[config.mk]
export PLATFORM = sky130hd
export DESIGN_NAME = salc_lookup
export DESIGN_NICKNAME = d
export VERILOG_FILES = /design/src/rtl/salc_pkg.sv /design/src/rtl/salc_lookup.sv
export SDC_FILE = /design/constraint.sdc
export NUM_CORES = 1
export LEC_CHECK = 0
export BUFFER_PORTS_ARGS = -buffer_cell sky130_fd_sc_hd__buf_4
export CAP_MARGIN = 20
export CORE_AREA = 2 2 244 246
export DETAILED_ROUTE_END_ITERATION = 10
export DIE_AREA = 0 0 246 248
export GPL_TIMING_DRIVEN = 0
export PLACE_DENSITY = 0.5
export SLEW_MARGIN = 20
export SYNTH_ARGS = -nofsm -noshare
export SYNTH_HDL_FRONTEND = slang
export SYNTH_SLANG_ARGS = --single-unit
export TNS_END_PERCENT = 1
[constraint.sdc]
create_clock -name vclk -period 29.9
set_input_delay 5.98 -clock vclk [all_inputs]
set_output_delay 5.98 -clock vclk [all_outputs]
set_load 0.01 [all_outputs]
[src/rtl/salc_pkg.sv]
// ----------------------------------------------------------------------------
// salc_pkg
// shared types, codes and helpers of the set-associative lru tag store
// ----------------------------------------------------------------------------
package salc_pkg;

    localparam int MODE_W       = 2;
    localparam int OUTCOME_W    = 2;
    localparam int COUNT_W      = 32;
    localparam int SET_BITS_W   = 3;
    localparam int BLOCK_BITS_W = 5;
    localparam int WAYS_USED_W  = 4;
    localparam int APB_DATA_W   = 32;
    localparam int APB_ADDR_W   = 4;
    localparam int REG_IDX_W    = 2;

    typedef logic [MODE_W-1:0]    t_mode;
    typedef logic [OUTCOME_W-1:0] t_outcome;
    typedef logic [COUNT_W-1:0]   t_count;
    typedef logic [REG_IDX_W-1:0] t_reg_idx;

    // access kinds
    localparam t_mode MODE_INSTR  = 2'd0;
    localparam t_mode MODE_LOAD   = 2'd1;
    localparam t_mode MODE_STORE  = 2'd2;
    localparam t_mode MODE_MODIFY = 2'd3;

    // lookup outcomes
    localparam t_outcome OC_HIT   = 2'd0;
    localparam t_outcome OC_FILL  = 2'd1;
    localparam t_outcome OC_EVICT = 2'd2;

    // register indexes
    localparam t_reg_idx REG_SET_BITS   = 2'd0;
    localparam t_reg_idx REG_BLOCK_BITS = 2'd1;
    localparam t_reg_idx REG_WAYS_USED  = 2'd2;

    localparam t_count COUNT_MAX = 32'hffff_ffff;

    typedef struct packed {
        logic [SET_BITS_W-1:0]   set_bits;
        logic [BLOCK_BITS_W-1:0] block_bits;
        logic [WAYS_USED_W-1:0]  ways_used;
    } t_cfg;

    // status of one lookup
    typedef struct packed {
        t_outcome outcome;
        logic     hit;
        logic     evict;
    } t_lkp;

    typedef struct packed {
        t_outcome outcome;
        t_count   hit_total;
        t_count   miss_total;
        t_count   eviction_total;
        logic     last;
    } t_result;

    function automatic t_count sat_inc(input t_count v);
        t_count r;
        r = (v == COUNT_MAX) ? v : v + t_count'(1);
        return r;
    endfunction

endpackage

[src/rtl/salc_lookup.sv]
// ----------------------------------------------------------------------------
// salc_lookup
// tag compare over one set, fill/victim choice and lru rank update
// ----------------------------------------------------------------------------
module salc_lookup #(
    parameter int WAYS      = 8,
    parameter int ADDR_BITS = 32,
    parameter int RANK_W    = 3
) (
    input  logic [WAYS-1:0]                 i_way_mask,
    input  logic [WAYS-1:0]                 i_valid,
    input  logic [WAYS-1:0][ADDR_BITS-1:0]  i_tags,
    input  logic [WAYS-1:0][RANK_W-1:0]     i_ranks,
    input  logic [ADDR_BITS-1:0]            i_tag,
    output logic [WAYS-1:0]                 o_valid,
    output logic [WAYS-1:0][ADDR_BITS-1:0]  o_tags,
    output logic [WAYS-1:0][RANK_W-1:0]     o_ranks,
    output salc_pkg::t_lkp                  o_res
);
    import salc_pkg::*;

    localparam int              WAY_W    = (WAYS > 1) ? $clog2(WAYS) : 1;
    localparam logic [RANK_W-1:0] RANK_MAX = RANK_W'(WAYS - 1);

    logic [WAYS-1:0]   hit_vec;
    logic [WAYS-1:0]   inv_vec;
    logic [WAY_W-1:0]  hit_way;
    logic [WAY_W-1:0]  inv_way;
    logic [WAY_W-1:0]  vic_way;
    logic [WAY_W-1:0]  sel_way;
    logic [RANK_W-1:0] lim;
    logic              age_all;

    always_comb begin
        for (int j = 0; j < WAYS; j++) begin
            hit_vec[j] = i_way_mask[j] && i_valid[j] && (i_tags[j] == i_tag);
            inv_vec[j] = i_way_mask[j] && !i_valid[j];
        end

        // lowest way wins
        hit_way = '0;
        inv_way = '0;
        for (int j = WAYS - 1; j >= 0; j--) begin
            if (hit_vec[j]) begin
                hit_way = WAY_W'(j);
            end
            if (inv_vec[j]) begin
                inv_way = WAY_W'(j);
            end
        end

        // largest rank, ties to the lowest way
        vic_way = '0;
        for (int j = 1; j < WAYS; j++) begin
            if (i_way_mask[j] && (i_ranks[j] > i_ranks[vic_way])) begin
                vic_way = WAY_W'(j);
            end
        end

        if (|hit_vec) begin
            sel_way     = hit_way;
            lim         = i_ranks[hit_way];
            age_all     = 1'b0;
            o_res.outcome = OC_HIT;
        end else if (|inv_vec) begin
            sel_way     = inv_way;
            lim         = '0;
            age_all     = 1'b1;
            o_res.outcome = OC_FILL;
        end else begin
            sel_way     = vic_way;
            lim         = i_ranks[vic_way];
            age_all     = 1'b0;
            o_res.outcome = OC_EVICT;
        end
        o_res.hit   = |hit_vec;
        o_res.evict = !(|hit_vec) && !(|inv_vec);

        o_valid = i_valid;
        o_tags  = i_tags;
        o_ranks = i_ranks;
        for (int j = 0; j < WAYS; j++) begin
            if ((WAY_W'(j) != sel_way) && i_way_mask[j] && i_valid[j]
                    && (age_all || (i_ranks[j] < lim)) && (i_ranks[j] < RANK_MAX)) begin
                o_ranks[j] = i_ranks[j] + RANK_W'(1);
            end
        end
        o_valid[sel_way] = 1'b1;
        o_tags[sel_way]  = i_tag;
        o_ranks[sel_way] = '0;
    end
endmodule

==> results of run 1 <==
==> cell families (layout without fill, tap and decap cells) <==
family          after synthesis  after routing
mux                         272            272
other cells                   0              4
fa+ha+maj                    30             30
compound gates              204            204
buf+inv                     148            739
xor+xnor                    249            249
simple gates                431            431
==> tightest hold or removal path, stage by stage <==
cell,delay (ns)
buf_4,0.10
or2_2,0.10
buf_4,0.10
==> cells in the final DEF, fill, tap and decap left out, types with 6 or more instances in the layout <==
cell,n
a211oi_1,7
a21o_1,6
a21oi_1,40
a31oi_1,16
and3_1,6
and4_1,7
buf_1,6
buf_2,57
buf_4,595
clkbuf_1,37
ha_1,29
inv_1,39
mux2_2,242
mux2i_1,25
nand2_1,115
nand2b_1,22
nand3_1,38
nand4_1,54
nor2_1,54
nor2b_1,17
nor3_1,10
nor4_1,36
nor4b_1,9
o2111ai_1,7
o211ai_1,8
o21ai_0,42
or2_2,6
or4_1,9
xnor2_1,153
xor2_1,96
==> path summary, 6_finish.rpt <==
kind / end / cells past startpoint
worst max-delay path: o_tags[29] / 55
worst min-delay path: o_valid[0] / 3
==> routing by layer <==
metal,up-vias,part of all wire (%),wire length (um)
li1,6090,-,-
met1,7108,42,41100
met2,797,47,45100
met3,141,6.7,6530
met4,8,4.2,4070
met5,-,0.056,54
==> power by group <==
part | internal, mW | switching, mW
Clock | 0.0000000166 | 0
Combinational | 0.210 | 0.311
Sequential | 0 | 0
Total | 0.210 | 0.311
==> cell type report <==
cell class	instances	area (um2)	area share (%)
inverter	39	146	0.941
timing repair buffer	591	4440	28.5
antenna	4	10.0	0.0643
buffer	109	531	3.41
tap	773	967	6.21
multi-input combinational	1186	9470	60.9
==> results.json, run 1 <==
{
  "yosys.area_share.adder_pct": 3.69,
  "viasPerCell": 5.23,
  "dp_hpwl_mm": 80.4,
  "grt_antenna_before_repair": 11,
  "pin_count": 620,
  "place_area_um2": 15500,
  "nFlopsAndLatches": 0,
  "final_cells": 2702,
  "hold_buffers": 0,
  "grt_first_pass_wirelength_mm": 125,
  "worst_hold_slack_ns": 12.26,
  "hold_violations": 0,
  "synth_cell_type_count": 91,
  "synth_most_common_cell": "mux2_2",
  "worstPathMaxFanout": 10,
  "drc_errors": 0,
  "syn_to_final_growth_pct": 53.7,
  "hold_class": "in2out",
  "fin_util_pct": 26.6,
  "seqCellArea_um2": 0,
  "setup_tns_ns": 0,
  "ys_seq_area_share_pct": 0,
  "tightest_slew_ns": 1.19,
  "synth_compound_area_share_pct": 14.4,
  "start_util_pct": 17.3,
  "synth_top_area_share_pct": 26.9,
  "crit_path_end_kind": "output port",
  "path_buf_inv": 10,
  "yosys.area.top_type": "mux2_2",
  "synthSimpleGateAreaFrac_pct": 23.7,
  "wire_per_inst_um": 35.8,
  "die_x_um": 246,
  "grt_max_degree": 11,
  "max_freq_ghz": 0.0347,
  "netlist_instances": 1334,
  "slowest_stage": "clkbuf_1",
  "totalWireLength_mm": 96.8,
  "startpoint": "i_ranks[2]",
  "synth_area_um2": 10100,
  "drive_gt1_share_pct": 48.8,
  "overflow": 0,
  "grt_usage_pct": 30.0,
  "synth_warnings": 0,
  "finalSetupViolCount": 0,
  "vdd_drop_max_mv": 0.0174,
  "path_delay_family": "compound AO/OA/AOI/OAI gates",
  "p_leak_nw": 6.70,
  "power.density_nw_per_um2": 33.4,
  "postCtsSetupBuffers": 0,
  "syn_avg_cell_area_um2": 7.59,
  "clock_buffers": 0,
  "vias": 14100,
  "setup_ws_ns": 1.11,
  "met3_usage_pct": 4.12,
  "cp_data_required_time_ns": 23.92,
  "core_um2": 58500,
  "cp-start-kind": "primary input",
  "maxSlewViolCount": 0,
  "synthXorXnorAreaFrac_pct": 21.5,
  "finalInstanceArea_um2": 15600,
  "status": "completed",
  "drtAntennaViolNets": 0,
  "cts-resized-gates": 0,
  "grt.met2_usage_pct": 50.7,
  "cpPeakStageDelay_ns": 0.87,
  "min_period_ns": 28.79,
  "finalCritPeriodShare_pct": 96.3,
  "crit_type": "in2out",
  "hold_start": "i_valid[0]",
  "critical_path_arrival_ns": 22.81,
  "ys_top_cells_by_count": "mux2_2 (242), xnor2_1 (153), nand2_1 (115)",
  "dp.cells": 2698,
  "grt_setup_unrepaired": "false",
  "fillers": 6538,
  "dieArea_um2": 61000,
  "drt_iter0_drc": 1292,
  "first_pass_iters": 5,
  "nets": 2284,
  "die_y_um": 248,
  "relSlewSlack_pct": 20.7,
  "routabilityCongestion": 1.04,
  "first_global_vias": 14100,
  "synth.area.mux_share_pct": 30.0,
  "place_ws_ns": 1.45,
  "port_buffers": 590,
  "power_mw": 0.520,
  "synth_area_leaders": "mux2_2 (27%), xnor2_1 (13%), xor2_1 (8.3%), nand2_1 (4.3%), ha_1 (3.6%)",
  "grtUsageMet1_pct": 39.0,
  "max-cap-violations": 0,
  "rows": 89,
  "busiest_layer": "met2",
  "synth_top_family_by_area": "multiplexers",
  "synthesis.nets": 1691
}
Power figures use the tool's default switching activity.
==> run 2, diff against run 1 <==
--- a/config.mk
+++ b/config.mk
@@ -7,11 +7,11 @@
 export LEC_CHECK = 0
 export BUFFER_PORTS_ARGS = -buffer_cell sky130_fd_sc_hd__buf_4
 export CAP_MARGIN = 20
-export CORE_AREA = 2 2 244 246
+export CORE_AREA = 2 2 239 241
 export DETAILED_ROUTE_END_ITERATION = 10
-export DIE_AREA = 0 0 246 248
+export DIE_AREA = 0 0 241 243
 export GPL_TIMING_DRIVEN = 0
-export PLACE_DENSITY = 0.5
+export PLACE_DENSITY = 0.51
 export SLEW_MARGIN = 20
 export SYNTH_ARGS = -nofsm -noshare
 export SYNTH_HDL_FRONTEND = slang
==> run 2 against run 1 <==
Core utilization rose by 1.1 points. Final area fell by 0.17%. Worst setup slack improved by 1.0 ns. Fmax rose by 3.7%. Sequential share of layout area did not move. First-iteration DRC count fell by 16%. Flip-flop and latch count did not move. Die area fell by 4.0%. Hold slack improved by 0.0059 ns. Final cell count fell by 0.63%. Critical path depth rose by 2. Critical path type unchanged. Critical endpoint is now o_tags[151]. Largest cell class unchanged.
==> results.json, run 2 (synthesis gave the netlist of run 1 again) <==
{
  "status": "completed",
  "finalCritPeriodShare_pct": 92.8,
  "drc_errors": 0,
  "dp_hpwl_mm": 78.1,
  "start_util_pct": 18.1,
  "die_x_um": 241,
  "hold_class": "in2out",
  "rows": 87,
  "vias": 14200,
  "seqCellArea_um2": 0,
  "slowest_stage": "o2111ai_1",
  "syn_to_final_growth_pct": 53.4,
  "overflow": 0,
  "core_um2": 56000,
  "relSlewSlack_pct": 22.1,
  "nets": 2285,
  "max_freq_ghz": 0.0360,
  "clock_buffers": 0,
  "tightest_slew_ns": 1.17,
  "viasPerCell": 5.29,
  "first_global_vias": 14300,
  "wire_per_inst_um": 34.7,
  "hold_violations": 0,
  "cts-resized-gates": 0,
  "worstPathMaxFanout": 10,
  "drt_iter0_drc": 1082,
  "die_y_um": 243,
  "grt_max_degree": 11,
  "pin_count": 620,
  "critical_path_arrival_ns": 21.78,
  "grt_antenna_before_repair": 8,
  "dieArea_um2": 58600,
  "crit_path_end_kind": "output port",
  "first_pass_iters": 6,
  "totalWireLength_mm": 93.3,
  "setup_tns_ns": 0,
  "grt_usage_pct": 30.4,
  "max-cap-violations": 0,
  "finalSetupViolCount": 0,
  "cp-start-kind": "primary input",
  "drive_gt1_share_pct": 48.8,
  "grt_first_pass_wirelength_mm": 122,
  "maxSlewViolCount": 0,
  "port_buffers": 590,
  "layout_common_cells": "buf_4 (594), mux2_2 (242), xnor2_1 (153)",
  "cp_data_required_time_ns": 23.92,
  "drtAntennaViolNets": 0,
  "crit_type": "in2out",
  "postCtsSetupBuffers": 0,
  "min_period_ns": 27.76,
  "cpPeakStageDelay_ns": 0.74,
  "final_common_cell": "buf_4",
  "hold_buffers": 0,
  "nFlopsAndLatches": 0,
  "routabilityCongestion": 0.996,
  "grt_setup_unrepaired": "false"
}
[run 2: cell types whose count changed in the layout (fill, tap and decap cells not counted), sizes merged]
cell and delta:
buf +1, diode -1
[run 2: final timing paths]
check | depth (start not counted) | endpoint | slack [ns] | startpoint
max | 57 | o_tags[151] | 2.14 | i_ranks[2]
min | 4 | o_tags[55] | 12.27 | i_tags[55]
[run 2: layout make-up]
class / instances / area, um2
fillers: 6311 / 40400
well taps: 756 / 946
repair buffers: 592 / 4440
diodes: 3 / 7.51
multi-input cells: 1186 / 9470
plain buffers: 109 / 532
inverters: 39 / 146
[run 2: layer usage]
metal	vias up	GRT usage, %	part of all wire [%]
met2	880	50.2	46
met5	-	0	0.015
met3	163	5.05	7.4
met4	2	14.3	5.7
li1	6085	-	-
met1	7067	38.2	41
[run 2: worst max-delay path: cells and delay by family]
family | cells | cell delay [ns]
AO/OA/AOI/OAI | 27 | 7.53
adder cells (fa/ha/maj) | 7 | 2.05
buffers and inverters | 11 | 3.06
multiplexers | 3 | 0.96
AND/OR/NAND/NOR | 9 | 2.18
[run 2: stage by stage]
step	worst slack [ns]	utilization [%]	hold slack, ns	instance area [um2]	instances
5_1_grt	1.36	27.8	12.28	15500	2684
3_5_place_dp	2.47	27.7	12.27	15500	2681
3_3_place_gp	2.22	27.7	12.27	15500	2680
2_1_floorplan	6.84	-	12.04	10100	1334
6_report	2.14	27.8	12.27	15500	2685
4_1_cts	2.41	27.7	12.27	15500	2681
